--- config.mk ---
export PLATFORM = sky130hd
export DESIGN_NAME = ibus_rc_frame_receiver
export DESIGN_NICKNAME = d
export VERILOG_FILES = /design/src/hdl/ibusrc_pkg.sv /design/src/hdl/ibusrc_cmd_fifo.sv /design/src/hdl/ibusrc_front.sv /design/src/hdl/ibusrc_back.sv /design/src/hdl/ibus_rc_frame_receiver.sv
export SDC_FILE = /design/constraint.sdc
export NUM_CORES = 1
export LEC_CHECK = 0
export BUFFER_PORTS_ARGS = -buffer_cell sky130_fd_sc_hd__buf_2
export CAP_MARGIN = 20
export CORE_MARGIN = 10
export CORE_UTILIZATION = 58
export CTS_BUF_LIST = sky130_fd_sc_hd__clkbuf_8
export CTS_CLUSTER_SIZE = 10
export DETAILED_ROUTE_END_ITERATION = 10
export PLACE_DENSITY = 0.75
export SLEW_MARGIN = 10
export SYNTH_ARGS = -nofsm -noshare
export SYNTH_HDL_FRONTEND = slang
export SYNTH_HIERARCHICAL = 1
export SYNTH_SLANG_ARGS = --single-unit
export TNS_END_PERCENT = 20
--- constraint.sdc ---
create_clock -name clock -period 4.1 [get_ports clock]
set_input_delay 0.41 -clock clock [delete_from_list [all_inputs] [get_ports clock]]
set_output_delay 0.41 -clock clock [all_outputs]
set_load 0.03 [all_outputs]
--- src/hdl/ibusrc_pkg.sv ---
// ----------------------------------------------------------------------------
// ibusrc_pkg
// Shared types and constants for the iBUS RC frame receiver.
// ----------------------------------------------------------------------------
package ibusrc_pkg;

   localparam int CHANNEL_COUNT_DEF = 14;
   localparam int NUM_BANKS         = 2;
   localparam int BANK_W            = $clog2(NUM_BANKS);
   localparam int QUEUE_DEPTH       = 2;

   localparam logic [23:0] TIMEOUT_RESET = 24'd100000;
   localparam logic [7:0]  FRAME_START   = 8'h20;
   localparam logic [4:0]  FRAME_LAST    = 5'd31;
   localparam logic [4:0]  FIRST_DATA    = 5'd2;
   localparam logic [4:0]  LAST_DATA     = 5'd29;
   localparam logic [4:0]  FIRST_HIGH    = 5'd3;
   localparam logic [15:0] CSUM_INIT     = 16'hFFFF;
   localparam logic [24:0] IDLE_MAX      = 25'h1FFFFFF;

   localparam logic OP_BYTE = 1'b0;
   localparam logic OP_TICK = 1'b1;

   typedef enum logic [1:0] {
      ST_DATA    = 2'd0,
      ST_CSUM    = 2'd1,
      ST_TIMEOUT = 2'd2
   } status_type;

   typedef enum logic [1:0] {
      CMD_FRAME    = 2'd0,
      CMD_CSUM_ERR = 2'd1,
      CMD_TIMEOUT  = 2'd2
   } cmd_kind_type;

   typedef struct packed {
      cmd_kind_type      kind;
      logic [BANK_W-1:0] bank;
   } cmd_type;

   typedef struct packed {
      logic              valid;
      logic [BANK_W-1:0] bank;
   } release_type;

endpackage

--- src/hdl/ibusrc_cmd_fifo.sv ---
// ----------------------------------------------------------------------------
// ibusrc_cmd_fifo
// Short command queue between the frame front end and the result sequencer.
// ----------------------------------------------------------------------------
module ibusrc_cmd_fifo (
   input  logic               clock,
   input  logic               reset,
   input  logic               push,
   input  ibusrc_pkg::cmd_type push_cmd,
   output logic               full,
   input  logic               pop,
   output ibusrc_pkg::cmd_type pop_cmd,
   output logic               empty
);
   import ibusrc_pkg::*;

   localparam int PTR_W = (QUEUE_DEPTH > 1) ? $clog2(QUEUE_DEPTH) : 1;
   localparam int CNT_W = $clog2(QUEUE_DEPTH + 1);

   cmd_type            mem_ff [QUEUE_DEPTH];
   logic [PTR_W-1:0]   wr_ptr_ff, wr_ptr_in;
   logic [PTR_W-1:0]   rd_ptr_ff, rd_ptr_in;
   logic [CNT_W-1:0]   count_ff, count_in;

   assign full    = (count_ff == CNT_W'(QUEUE_DEPTH));
   assign empty   = (count_ff == '0);
   assign pop_cmd = mem_ff[rd_ptr_ff];

   always_comb begin
      wr_ptr_in = wr_ptr_ff;
      rd_ptr_in = rd_ptr_ff;
      count_in  = count_ff;
      if (push) begin
         wr_ptr_in = (wr_ptr_ff == PTR_W'(QUEUE_DEPTH - 1)) ? '0 : wr_ptr_ff + 1'b1;
      end
      if (pop) begin
         rd_ptr_in = (rd_ptr_ff == PTR_W'(QUEUE_DEPTH - 1)) ? '0 : rd_ptr_ff + 1'b1;
      end
      if (push && !pop) begin
         count_in = count_ff + 1'b1;
      end else if (pop && !push) begin
         count_in = count_ff - 1'b1;
      end
   end

   always_ff @(posedge clock) begin
      if (reset) begin
         wr_ptr_ff <= '0;
         rd_ptr_ff <= '0;
         count_ff  <= '0;
      end else begin
         wr_ptr_ff <= wr_ptr_in;
         rd_ptr_ff <= rd_ptr_in;
         count_ff  <= count_in;
      end
   end

   always_ff @(posedge clock) begin
      if (push) begin
         mem_ff[wr_ptr_ff] <= push_cmd;
      end
   end

endmodule

--- src/hdl/ibusrc_front.sv ---
// ----------------------------------------------------------------------------
// ibusrc_front
// Accepts bytes and ticks, tracks frame position, checksum and idle time,
// fills the channel banks and queues frame-end and timeout commands.
// ----------------------------------------------------------------------------
module ibusrc_front #(
   parameter int CHANNEL_COUNT = ibusrc_pkg::CHANNEL_COUNT_DEF,
   parameter int IDX_W         = (CHANNEL_COUNT > 1) ? $clog2(CHANNEL_COUNT) : 1
) (
   input  logic                          clock,
   input  logic                          reset,
   input  logic                          req_valid,
   output logic                          req_stall,
   input  logic                          req_opcode,
   input  logic [7:0]                    req_rx_byte,
   input  logic                          csr_wr_en,
   input  logic [23:0]                   csr_wr_data,
   output logic                          push,
   output ibusrc_pkg::cmd_type           push_cmd,
   input  logic                          q_full,
   input  ibusrc_pkg::release_type       bank_release,
   input  logic [ibusrc_pkg::BANK_W-1:0] rd_bank,
   input  logic [IDX_W-1:0]              rd_idx,
   output logic [15:0]                   rd_data
);
   import ibusrc_pkg::*;

   logic [23:0]          limit_ff;
   logic                 in_frame_ff, in_frame_in;
   logic [4:0]           pos_ff, pos_in;
   logic [15:0]          csum_ff, csum_in;
   logic [7:0]           low_ff, low_in;
   logic [24:0]          idle_ff, idle_in;
   logic                 tor_ff, tor_in;
   logic [BANK_W-1:0]    wb_ff, wb_in;
   logic [NUM_BANKS-1:0] busy_ff, busy_in;
   logic [15:0]          store_ff [NUM_BANKS][CHANNEL_COUNT];

   logic                 accept;
   logic [4:0]           pos_next;
   logic [4:0]           ch;
   logic [15:0]          csum_final;
   logic                 wr_en;

   // hold everything while the queue is full or the bank being filled is
   // still being played out
   assign req_stall = q_full | busy_ff[wb_ff];
   assign accept    = req_valid & ~req_stall;
   assign pos_next  = pos_ff + 5'd1;
   assign ch        = (pos_next - FIRST_HIGH) >> 1;
   assign csum_final = csum_ff - {req_rx_byte, 8'h00};
   assign rd_data   = store_ff[rd_bank][rd_idx];

   always_comb begin
      in_frame_in = in_frame_ff;
      pos_in      = pos_ff;
      csum_in     = csum_ff;
      low_in      = low_ff;
      idle_in     = idle_ff;
      tor_in      = tor_ff;
      wb_in       = wb_ff;
      busy_in     = busy_ff;
      push        = 1'b0;
      push_cmd    = '{kind: CMD_TIMEOUT, bank: wb_ff};
      wr_en       = 1'b0;

      if (bank_release.valid) begin
         busy_in[bank_release.bank] = 1'b0;
      end

      if (accept) begin
         if (req_opcode == OP_TICK) begin
            if (idle_ff != IDLE_MAX) begin
               idle_in = idle_ff + 25'd1;
            end
            if ((idle_in > {1'b0, limit_ff}) && !tor_ff) begin
               tor_in   = 1'b1;
               push     = 1'b1;
               push_cmd = '{kind: CMD_TIMEOUT, bank: wb_ff};
            end
         end else begin
            idle_in = '0;
            tor_in  = 1'b0;
            if (!in_frame_ff) begin
               if (req_rx_byte == FRAME_START) begin
                  in_frame_in = 1'b1;
                  pos_in      = '0;
                  csum_in     = CSUM_INIT - {8'h00, req_rx_byte};
               end
            end else if (pos_next != FRAME_LAST) begin
               pos_in  = pos_next;
               csum_in = csum_ff - {8'h00, req_rx_byte};
               if (pos_next >= FIRST_DATA && pos_next <= LAST_DATA) begin
                  if (!pos_next[0]) begin
                     low_in = req_rx_byte;
                  end else if (ch < 5'(CHANNEL_COUNT)) begin
                     wr_en = 1'b1;
                  end
               end
            end else begin
               in_frame_in = 1'b0;
               pos_in      = '0;
               csum_in     = CSUM_INIT;
               push        = 1'b1;
               if (csum_final != 16'h0000) begin
                  push_cmd = '{kind: CMD_CSUM_ERR, bank: wb_ff};
               end else begin
                  push_cmd       = '{kind: CMD_FRAME, bank: wb_ff};
                  busy_in[wb_ff] = 1'b1;
                  wb_in          = (wb_ff == BANK_W'(NUM_BANKS - 1)) ? '0 : wb_ff + 1'b1;
               end
            end
         end
      end
   end

   always_ff @(posedge clock) begin
      if (reset) begin
         limit_ff    <= TIMEOUT_RESET;
         in_frame_ff <= 1'b0;
         pos_ff      <= '0;
         csum_ff     <= CSUM_INIT;
         low_ff      <= '0;
         idle_ff     <= '0;
         tor_ff      <= 1'b0;
         wb_ff       <= '0;
         busy_ff     <= '0;
      end else begin
         if (csr_wr_en) begin
            limit_ff <= csr_wr_data;
         end
         in_frame_ff <= in_frame_in;
         pos_ff      <= pos_in;
         csum_ff     <= csum_in;
         low_ff      <= low_in;
         idle_ff     <= idle_in;
         tor_ff      <= tor_in;
         wb_ff       <= wb_in;
         busy_ff     <= busy_in;
      end
   end

   always_ff @(posedge clock) begin
      if (wr_en) begin
         store_ff[wb_ff][ch[IDX_W-1:0]] <= {req_rx_byte, low_ff};
      end
   end

endmodule

--- src/hdl/ibusrc_back.sv ---
// ----------------------------------------------------------------------------
// ibusrc_back
// Pops queued commands and plays out results: one error or timeout result,
// or a good frame's channels from its bank, one per cycle unless stalled.
// ----------------------------------------------------------------------------
module ibusrc_back #(
   parameter int CHANNEL_COUNT = ibusrc_pkg::CHANNEL_COUNT_DEF,
   parameter int IDX_W         = (CHANNEL_COUNT > 1) ? $clog2(CHANNEL_COUNT) : 1
) (
   input  logic                          clock,
   input  logic                          reset,
   input  logic                          q_empty,
   input  ibusrc_pkg::cmd_type           q_cmd,
   output logic                          pop,
   output ibusrc_pkg::release_type       bank_release,
   output logic [ibusrc_pkg::BANK_W-1:0] rd_bank,
   output logic [IDX_W-1:0]              rd_idx,
   input  logic [15:0]                   rd_data,
   output logic                          rsp_valid,
   input  logic                          rsp_stall,
   output logic [1:0]                    rsp_status,
   output logic [3:0]                    rsp_channel_index,
   output logic [15:0]                   rsp_channel_value,
   output logic                          rsp_last
);
   import ibusrc_pkg::*;

   typedef enum logic [1:0] {
      B_IDLE = 2'b01,
      B_EMIT = 2'b10
   } back_state_type;

   back_state_type    state_ff, state_in;
   logic [3:0]        cnt_ff, cnt_in;
   logic [BANK_W-1:0] bank_ff, bank_in;
   logic              vld_ff, vld_in;
   status_type        status_ff, status_in;
   logic [3:0]        idx_ff, idx_in;
   logic [15:0]       value_ff, value_in;
   logic              last_ff, last_in;
   logic              out_free;
   logic              final_ch;

   assign out_free = ~vld_ff | ~rsp_stall;
   assign final_ch = (cnt_ff == 4'(CHANNEL_COUNT - 1));
   assign rd_bank  = bank_ff;
   assign rd_idx   = cnt_ff[IDX_W-1:0];

   assign rsp_valid         = vld_ff;
   assign rsp_status        = status_ff;
   assign rsp_channel_index = idx_ff;
   assign rsp_channel_value = value_ff;
   assign rsp_last          = last_ff;

   always_comb begin
      state_in     = state_ff;
      cnt_in       = cnt_ff;
      bank_in      = bank_ff;
      vld_in       = vld_ff & rsp_stall;
      status_in    = status_ff;
      idx_in       = idx_ff;
      value_in     = value_ff;
      last_in      = last_ff;
      pop          = 1'b0;
      bank_release = '{valid: 1'b0, bank: bank_ff};

      unique case (state_ff)
         B_IDLE: begin
            if (!q_empty && out_free) begin
               pop = 1'b1;
               unique case (q_cmd.kind)
                  CMD_FRAME: begin
                     state_in = B_EMIT;
                     cnt_in   = '0;
                     bank_in  = q_cmd.bank;
                  end
                  CMD_CSUM_ERR: begin
                     vld_in    = 1'b1;
                     status_in = ST_CSUM;
                     idx_in    = '0;
                     value_in  = '0;
                     last_in   = 1'b1;
                  end
                  default: begin
                     vld_in    = 1'b1;
                     status_in = ST_TIMEOUT;
                     idx_in    = '0;
                     value_in  = '0;
                     last_in   = 1'b1;
                  end
               endcase
            end
         end
         B_EMIT: begin
            if (out_free) begin
               vld_in    = 1'b1;
               status_in = ST_DATA;
               idx_in    = cnt_ff;
               value_in  = rd_data;
               last_in   = final_ch;
               if (final_ch) begin
                  state_in     = B_IDLE;
                  bank_release = '{valid: 1'b1, bank: bank_ff};
               end else begin
                  cnt_in = cnt_ff + 4'd1;
               end
            end
         end
         default: begin
            state_in = B_IDLE;
         end
      endcase
   end

   always_ff @(posedge clock) begin
      if (reset) begin
         state_ff <= B_IDLE;
         cnt_ff   <= '0;
         bank_ff  <= '0;
         vld_ff   <= 1'b0;
      end else begin
         state_ff <= state_in;
         cnt_ff   <= cnt_in;
         bank_ff  <= bank_in;
         vld_ff   <= vld_in;
      end
   end

   always_ff @(posedge clock) begin
      status_ff <= status_in;
      idx_ff    <= idx_in;
      value_ff  <= value_in;
      last_ff   <= last_in;
   end

endmodule

--- src/hdl/ibus_rc_frame_receiver.sv ---
// ----------------------------------------------------------------------------
// ibus_rc_frame_receiver
// iBUS RC frame decoder: UART bytes and microsecond ticks in, channel data,
// checksum errors and link timeouts out.
// ----------------------------------------------------------------------------
// Usage:
//   req_*  : one transaction per received byte (opcode 0) or 1 us tick
//            (opcode 1). A byte 0x20 while idle opens a 32-byte frame.
//   rsp_*  : result transactions. A good frame gives CHANNEL_COUNT channel
//            results with last on the final one; a bad checksum or a link
//            timeout gives a single result with last set.
//   csr_*  : timeout_limit write, taken whenever csr_wr_en is high.
// Flow: a taken request that ends a frame or times out writes a command into
//   the queue; the back end pops it into an error or timeout result in the
//   output register, or into state B_EMIT for a good frame. Channels then
//   follow at one per cycle unless rsp_stall holds them, limited by the
//   single output register fed from the channel bank read.
// A two-entry command queue and two channel banks sit between front and
//   back; req_stall rises only when the queue is full or both banks hold
//   frames not yet played out, so a stalled rsp side backs up into req.
// Reset clears frame, checksum, idle and queue state; timeout_limit returns
//   to 100000.
// ----------------------------------------------------------------------------
module ibus_rc_frame_receiver #(
   parameter int CHANNEL_COUNT = ibusrc_pkg::CHANNEL_COUNT_DEF
) (
   input  logic        clock,
   input  logic        reset,
   input  logic        req_valid,
   output logic        req_stall,
   input  logic        req_opcode,
   input  logic [7:0]  req_rx_byte,
   output logic        rsp_valid,
   input  logic        rsp_stall,
   output logic [1:0]  rsp_status,
   output logic [3:0]  rsp_channel_index,
   output logic [15:0] rsp_channel_value,
   output logic        rsp_last,
   input  logic        csr_wr_en,
   input  logic [23:0] csr_wr_data
);
   import ibusrc_pkg::*;

   localparam int IDX_W = (CHANNEL_COUNT > 1) ? $clog2(CHANNEL_COUNT) : 1;

   logic              push;
   cmd_type           push_cmd;
   logic              q_full;
   logic              q_empty;
   logic              pop;
   cmd_type           q_cmd;
   release_type       bank_release;
   logic [BANK_W-1:0] rd_bank;
   logic [IDX_W-1:0]  rd_idx;
   logic [15:0]       rd_data;

   ibusrc_front #(
      .CHANNEL_COUNT (CHANNEL_COUNT),
      .IDX_W         (IDX_W)
   ) u_front (
      .clock        (clock),
      .reset        (reset),
      .req_valid    (req_valid),
      .req_stall    (req_stall),
      .req_opcode   (req_opcode),
      .req_rx_byte  (req_rx_byte),
      .csr_wr_en    (csr_wr_en),
      .csr_wr_data  (csr_wr_data),
      .push         (push),
      .push_cmd     (push_cmd),
      .q_full       (q_full),
      .bank_release (bank_release),
      .rd_bank      (rd_bank),
      .rd_idx       (rd_idx),
      .rd_data      (rd_data)
   );

   ibusrc_cmd_fifo u_fifo (
      .clock    (clock),
      .reset    (reset),
      .push     (push),
      .push_cmd (push_cmd),
      .full     (q_full),
      .pop      (pop),
      .pop_cmd  (q_cmd),
      .empty    (q_empty)
   );

   ibusrc_back #(
      .CHANNEL_COUNT (CHANNEL_COUNT),
      .IDX_W         (IDX_W)
   ) u_back (
      .clock             (clock),
      .reset             (reset),
      .q_empty           (q_empty),
      .q_cmd             (q_cmd),
      .pop               (pop),
      .bank_release      (bank_release),
      .rd_bank           (rd_bank),
      .rd_idx            (rd_idx),
      .rd_data           (rd_data),
      .rsp_valid         (rsp_valid),
      .rsp_stall         (rsp_stall),
      .rsp_status        (rsp_status),
      .rsp_channel_index (rsp_channel_index),
      .rsp_channel_value (rsp_channel_value),
      .rsp_last          (rsp_last)
   );

   a_no_push_full: assert property (@(posedge clock) disable iff (reset)
      push |-> !q_full)
      else $error("command pushed into full queue");

   a_no_pop_empty: assert property (@(posedge clock) disable iff (reset)
      pop |-> !q_empty)
      else $error("command popped from empty queue");

   a_release_no_overlap: assert property (@(posedge clock) disable iff (reset)
      (bank_release.valid && push && push_cmd.kind == CMD_FRAME)
      |-> (bank_release.bank != push_cmd.bank))
      else $error("bank released and claimed in the same cycle");

   a_status_fields: assert property (@(posedge clock) disable iff (reset)
      (rsp_valid && rsp_status != ST_DATA) |-> (rsp_last && rsp_channel_index == 4'd0))
      else $error("error or timeout result with bad index or last");

endmodule

=== Word level (Yosys, flattened, before mapping) ===
Memories as Yosys holds them, arrays and structs flattened. A register that Yosys moved wholly into a read port is not among the register bits.
Cells that the tools add are included.

* Add/subtract/negate cells: 12
* Magnitude comparators: 11
* Equality and inequality tests: 15
* Muxes and demuxes: 97
* Bitwise operators: 16
* Reductions and logical operators: 27

{| class="wikitable"
|+ Operators with widths
! kind !! count
|-
| $mux 224 || 1
|-
| $mux 16 || 9
|-
| $mux 25 || 4
|-
| $bmux 16 s4 || 1
|-
| $demux 16 s4 || 1
|-
| $mux 1 || 39
|-
| $mux 2 || 18
|-
| $pmux 16 s2 || 1
|-
| $mux 4 || 7
|-
| $add 25x1->25 const B || 1
|-
| $gt 25x24->1 || 1
|-
| $ne 25x25->1 const B || 1
|-
| $pmux 4 s2 || 2
|-
| $reduce_bool 16->1 || 1
|-
| $sub 16x16->16 || 1
|-
| $sub 16x8->16 || 1
|-
| $mux 5 || 3
|-
| $mux 3 || 4
|-
| $pmux 2 s2 || 3
|-
| $ge 5x5->1 const B || 2
|-
| $not 4->5 || 2
|-
| $reduce_and 5->1 || 2
|-
| $sub 1x9->10 const A || 1
|-
| $eq 8x6->1 const B || 1
|-
| 34 further kinds || 71
|}

* Flip-flop bits (word level): 118
* Memory bits (writable): 454
* Input bits: 38
* Logic and storage cells: 200
* Memories kept: 2

{| class="wikitable"
|+ Memory list
! name !! depth !! bits a word !! read ports !! clocked after memory_dff !! write ports !! line !! source
|-
| u_front.store_ff || 2 || 224 || 1 || 1 || 1 || ibusrc_front.sv:37 || <nowiki>logic [15:0] store_ff [NUM_BANKS][CHANNEL_COUNT];</nowiki>
|-
| u_fifo.mem_ff || 2 || 3 || 1 || 1 || 1 || ibusrc_cmd_fifo.sv:20 || <nowiki>cmd_type mem_ff [QUEUE_DEPTH];</nowiki>
|}

=== Depth between registers and ports, before layout ===
* Depth in word-level cells: 17
* Depth in mapped cells: 18
* Gate-level depth less buffers: 17

=== Cells and area by module ===
The synthesis kept the hierarchy.

{| class="wikitable"
|+ By module, submodules not included
! module !! times used !! cells an instance !! area an instance (sq um)
|-
| ibusrc_front || 1 || 1391 || 22769.3
|-
| ibusrc_back || 1 || 106 || 1335.0
|-
| ibusrc_cmd_fifo || 1 || 31 || 421.7
|}

=== Worst setup path before layout ===
Ideal clock, no wire load.

* Kind: register -> register
* From: register u_front.idle_ff[0]
* To: register u_fifo.count_ff[1]
* Library setup time: 70 ps
* Data arrival time: 4084 ps
* Data required time: 4030 ps
* Setup slack: -54 ps
* Cell stages (with the launch flop): 18
* Buffers on the path: 1
* Path through: dfxtp_1 > ha_1 > and3_1 > and4_1 > a31oi_1 > clkbuf_1 > nand3_1 > xnor2_1 > ha_1 > nand4_1 > o21ai_0 > o221ai_1 > nand3_1 > nor4_1 > o41ai_1 > ha_1 > or3_1 > a21oi_1

* Cells in the longest elaborated chain, start to end: 12

{| class="wikitable"
|+ Ends and longest elaborated chain
! item !! line !! source
|-
| start: declaration || ibusrc_front.sv:33 || <nowiki>logic [24:0] idle_ff, idle_in;</nowiki>
|-
| start signal: assignment || ibusrc_front.sv:136 || <nowiki>idle_ff <= idle_in;</nowiki>
|-
| $add 25x1->25 / $ne 25x25->1 (equally long branches) || ibusrc_front.sv:74, ibusrc_front.sv:73 ||
|-
| $mux 25 * || ibusrc_front.sv:73 || <nowiki>if (idle_ff != IDLE_MAX) begin</nowiki>
|-
| $mux 25 * || ibusrc_front.sv:72 || <nowiki>if (req_opcode == OP_TICK) begin</nowiki>
|-
| $mux 25 * || ibusrc_front.sv:71 || <nowiki>if (accept) begin</nowiki>
|-
| $gt 25x24->1 * || ibusrc_front.sv:76 || <nowiki>if ((idle_in > {1'b0, limit_ff}) && !tor_ff) begin</nowiki>
|-
| $logic_and 1x1->1 * || ibusrc_front.sv:76 ||
|-
| $mux 1 * || ibusrc_front.sv:76 ||
|-
| $mux 1 * || ibusrc_front.sv:72 ||
|-
| $mux 1 * || ibusrc_front.sv:71 ||
|-
| via push || ibus_rc_frame_receiver.sv:46 || <nowiki>logic push;</nowiki>
|-
| $logic_not 1->1 || ibusrc_cmd_fifo.sv:41 || <nowiki>end else if (pop && !push) begin</nowiki>
|-
| $logic_and 1x1->1 || ibusrc_cmd_fifo.sv:41 ||
|-
| $reduce_bool 2->1 (no line) || n/a ||
|-
| end signal: assignment || ibusrc_cmd_fifo.sv:54 || <nowiki>count_ff <= count_in;</nowiki>
|-
| end: declaration || ibusrc_cmd_fifo.sv:23 || <nowiki>logic [CNT_W-1:0] count_ff, count_in;</nowiki>
|}

Mark *: on every way through the listed nets, which the timed path passes. The rest lies on a longest branch. The select of a mux whose other input is x is not followed.
A chain may end at the register's enable or synchronous reset.

=== Worst setup path in the final report ===
* From: register u_front.idle_ff[9]
* To: register u_fifo.count_ff[1]

The elaborated chain is that of the path after synthesis.

==> summary.json <==
{
  "vias_per_cell": {"value": 6.05},
  "synth_edf_count": {"value": 477},
  "syn_inst": {"value": 1528},
  "post-route-drc-count": {"value": 0},
  "final_nets": {"value": 1802},
  "final_area": {"value": 0.0278, "unit": "mm2"},
  "placeableCoreArea": {"value": 0.0419, "unit": "mm2"},
  "worstSkewPairLatency": {"value": 0.65, "unit": "ns"},
  "wirelength": {"value": 53800, "unit": "um"},
  "clock_tree.htree_level_count": {"value": 3},
  "run_status": {"value": "complete, no violations"},
  "synthDistinctLibCells": {"value": 77},
  "placement_rows": {"value": 75},
  "detail_route.first_pass.iterations": {"value": 6},
  "placed_cell_area": {"value": 0.0258, "unit": "mm2"},
  "drv_slew": {"value": 0},
  "grt_antenna_before_repair": {"value": 1},
  "dp_hpwl": {"value": 32500, "unit": "um"},
  "fillCellCount": {"value": 2855},
  "layout_commonest_cell": {"value": "sky130_fd_sc_hd__edfxtp_1"},
  "p_seq_frac": {"value": 0.545},
  "horiz_die_dim": {"value": 226, "unit": "um"},
  "die_height": {"value": 226, "unit": "um"},
  "grt.total_usage": {"value": 0.215},
  "combinational_group_share_of_total_power": {"value": 0.086},
  "cts_made_buffers": {"value": 90},
  "cts_tree": {"value": "yes"},
  "timing.final.setup_violations": {"value": 0},
  "finalHoldWorstSlack": {"value": 0.0516, "unit": "ns"},
  "drive_above_1_share": {"value": 0.251},
  "ctsRootBufferMaster": {"value": "sky130_fd_sc_hd__clkbuf_8"},
  "dominantRegCellSynth": {"value": "sky130_fd_sc_hd__edfxtp_1"},
  "critPathRequiredTime": {"value": 4.66, "unit": "ns"},
  "finalWeightedCongestion": {"value": 0.899},
  "synth_nets": {"value": 1620},
  "fin_setup_tns": {"value": 0, "unit": "ns"},
  "yosysSeqAreaShare": {"value": 0.662},
  "grt_first_pass_wirelength": {"value": 83100, "unit": "um"},
  "postSynthRegisterBits": {"value": 573},
  "power.switching_fraction": {"value": 0.240},
  "globalRouteOverflowTotal": {"value": 0},
  "pin_count_of_the_biggest_net_entering_global_routing": {"value": 76},
  "total_via_count_after_detailed_routing": {"value": 14000},
  "critPathLaunchType": {"value": "register"},
  "num_antenna_cells": {"value": 0},
  "final.period_utilization": {"value": 0.955},
  "routed_wire_per_std_cell": {"value": 23.2, "unit": "um"},
  "synthesis.area_per_instance": {"value": 16.1, "unit": "um2"},
  "worst-setup-path-type": {"value": "register to register"},
  "yosys_warnings": {"value": 6},
  "cp_max_fo": {"value": 11},
  "netlist_area": {"value": 0.0245, "unit": "mm2"},
  "detailedRoute.firstIterationViolations": {"value": 1252},
  "power.leakage": {"value": 10.2, "unit": "nW"},
  "post-route-util": {"value": 0.664},
  "worst_ir_drop_vdd": {"value": 0.302, "unit": "mV"},
  "syn2layout_area_growth": {"value": 13.4, "unit": "%"},
  "power.net_switching": {"value": 2.83, "unit": "mW"},
  "slew_headroom": {"value": 0.294},
  "multi_input_area": {"value": 0.00781, "unit": "mm2"},
  "async_reset_ff_frac": {"value": 0},
  "initial_core_util": {"value": 0.586},
  "timing.critical_path.to_type": {"value": "register"},
  "die-area": {"value": 0.0509, "unit": "mm2"},
  "finalHoldViolCount": {"value": 0},
  "vias_in_the_first_global_route": {"value": 14200},
  "final-seq-area": {"value": 0.0163, "unit": "mm2"},
  "final_antenna_net_count": {"value": 0},
  "period_minus_slack": {"value": 3.92, "unit": "ns"},
  "numPortBuffers": {"value": 62},
  "max_freq": {"value": 255, "unit": "MHz"},
  "maxCapViolations": {"value": 0},
  "clk_pin_slew_worst_paths": {"value": 0.06, "unit": "ns"},
  "mostFrequentLayoutCells": {"value": "sky130_fd_sc_hd__edfxtp_1 (477), sky130_fd_sc_hd__mux4_2 (128), sky130_fd_sc_hd__inv_1 (111)"},
  "measured_slew_at_the_worst_slew_check_pin": {"value": 1.06, "unit": "ns"},
  "intPower": {"value": 8.96, "unit": "mW"},
  "critPathArrivalTime": {"value": 4.48, "unit": "ns"},
  "finalClockSkew": {"value": 0.0415, "unit": "ns"},
  "powerDensity": {"value": 424, "unit": "mW/mm2"},
  "totalPowerFinal": {"value": 11.8, "unit": "mW"},
  "timing.hold.worst.class": {"value": "input pin to register"},
  "number_of_placed_i_o_pins": {"value": 63},
  "cts.path.max_buffers": {"value": 3},
  "clock_power_share": {"value": 0.368},
  "clock-sinks": {"value": 573}
}
state kept, by name, indices dropped and copies added, names as in the netlist, 2 cells and up, named ones only:
register / flops
u_back/state_ff: 2
u_front/csum_ff: 16
u_fifo/mem_ff: 6
u_fifo/count_ff: 2
u_front/busy_ff: 2
u_front/pos_ff: 5
u_back/rd_idx: 4
u_front/idle_ff: 25
u_front/limit_ff: 24
u_front/store_ff: 448
u_back/rsp_channel_value: 16
u_back/rsp_status: 2
u_back/rsp_channel_index: 4
u_front/low_ff: 8
layer usage:
| metal | track usage | wire length [um] | vias up |
|---|---|---|---|
| met5 | 0 | 0 | - |
| met4 | 0.0708 | 1190 | 0 |
| met3 | 0.0403 | 3840 | 75 |
| met2 | 0.353 | 26600 | 541 |
| met1 | 0.285 | 22100 | 7062 |
| li1 | - | - | 6345 |
worst paths after layout:
kind / start / endpoint / slack (ns) / cells after the start
setup / recovery: u_front/idle_ff[9] / u_fifo/count_ff[1] / 0.18 / 18
hold / removal: csr_wr_data[22] / u_front/limit_ff[22] / 0.05 / 3
setup reg to reg: u_front/idle_ff[9] / u_fifo/count_ff[1] / 0.18 / 18
hold reg to reg: u_front/limit_ff[16] / u_front/limit_ff[16] / 0.49 / 2
critical path, cell delays in order, from the launching register on:
cell and delay [ns]:
sky130_fd_sc_hd__dfxtp_1 0.34, sky130_fd_sc_hd__nand4_1 0.25, sky130_fd_sc_hd__buf_4 0.24, sky130_fd_sc_hd__nor3_4 0.17
sky130_fd_sc_hd__nand4_1 0.13, sky130_fd_sc_hd__buf_4 0.19, sky130_fd_sc_hd__nand4_1 0.16, sky130_fd_sc_hd__xnor2_1 0.11
sky130_fd_sc_hd__ha_1 0.29, sky130_fd_sc_hd__nand2_1 0.06, sky130_fd_sc_hd__a211oi_1 0.28, sky130_fd_sc_hd__o41ai_2 0.13
sky130_fd_sc_hd__a21oi_2 0.15, sky130_fd_sc_hd__nor4_2 0.05, sky130_fd_sc_hd__buf_4 0.17, sky130_fd_sc_hd__o41ai_4 0.25
sky130_fd_sc_hd__ha_1 0.31, sky130_fd_sc_hd__or3_1 0.41, sky130_fd_sc_hd__a21oi_2 0.15
repair_timing:
| action | in CTS | in global routing |
|---|---|---|
| pin swaps | 0 | 6 |
| setup endpoints to repair | 1 | 8 |
| setup buffers | 0 | 4 |
| gates cloned | 0 | 0 |
| hold endpoints to repair | 23 | 0 |
| hold buffers | 23 | 0 |
| gates resized for setup | 3 | 22 |
cell type report:
class                      instances  share of cell area
multi-input combinational        808               0.281
timing repair buffer             161              0.0423
tap                              539              0.0243
clock inverter                    66              0.0112
clock buffer                      94              0.0465
sequential                       573               0.585
inverter                          76              0.0103
cells by family after synthesis:
family                     Yosys count  synth area share
AOI/OAI and AO/OA                  177            0.0469
xor gates and xnor gates            43            0.0162
adders and majority gates           54            0.0279
buffers and inverters              147            0.0242
DFF                                573             0.662
muxes                              201             0.149
and+or+nand+nor                    333            0.0737
metrics by stage:
| stage | setup slack (ns) | std cells |
|---|---|---|
| floorplan | 0.0768 | 1528 |
| global placement | 0.0759 | 2128 |
| detailed placement | 0.0100 | 2128 |
| CTS | 0.0355 | 2311 |
| global route | -0.104 | 2317 |
| finish | 0.184 | 2317 |
Yosys cell counts (12+ instances only):
| cell type | instances | share of area |
|---|---|---|
| sky130_fd_sc_hd__edfxtp_1 | 477 | 0.58 |
| sky130_fd_sc_hd__mux4_2 | 128 | 0.12 |
| sky130_fd_sc_hd__dfxtp_1 | 96 | 0.078 |
| sky130_fd_sc_hd__nor2_1 | 83 | 0.013 |
| sky130_fd_sc_hd__inv_1 | 74 | 0.011 |
| sky130_fd_sc_hd__nand2_1 | 61 | 0.0093 |
| sky130_fd_sc_hd__ha_1 | 53 | 0.027 |
| sky130_fd_sc_hd__mux2i_1 | 48 | 0.020 |
| sky130_fd_sc_hd__a21oi_1 | 42 | 0.0086 |
| sky130_fd_sc_hd__and2_1 | 41 | 0.010 |
| sky130_fd_sc_hd__clkbuf_1 | 41 | 0.0063 |
| sky130_fd_sc_hd__o21ai_0 | 35 | 0.0071 |
| sky130_fd_sc_hd__nand3_1 | 31 | 0.0063 |
| sky130_fd_sc_hd__xnor2_1 | 25 | 0.0089 |
| sky130_fd_sc_hd__mux2_2 | 24 | 0.011 |
| sky130_fd_sc_hd__o22ai_1 | 20 | 0.0051 |
| sky130_fd_sc_hd__and3_1 | 19 | 0.0048 |
| sky130_fd_sc_hd__nor3_1 | 17 | 0.0035 |
| sky130_fd_sc_hd__xor2_1 | 16 | 0.0057 |
| sky130_fd_sc_hd__a31oi_1 | 12 | 0.0031 |
| sky130_fd_sc_hd__buf_1 | 12 | 0.0018 |
| sky130_fd_sc_hd__buf_2 | 12 | 0.0024 |
power by group through the flow:
stage / combinational, mW / clock (mW) / sequential (mW)
3_3_place_gp: 0.971 / 0 / 6.55
3_5_place_dp: 0.987 / 0 / 6.55
6_report: 1.02 / 4.34 / 6.43
2_1_floorplan: 0.583 / 0 / 6.65
5_1_grt: 1.10 / 4.69 / 6.44
4_1_cts: 1.01 / 4.43 / 6.43
Note: power is estimated with default switching activity, not from simulation.
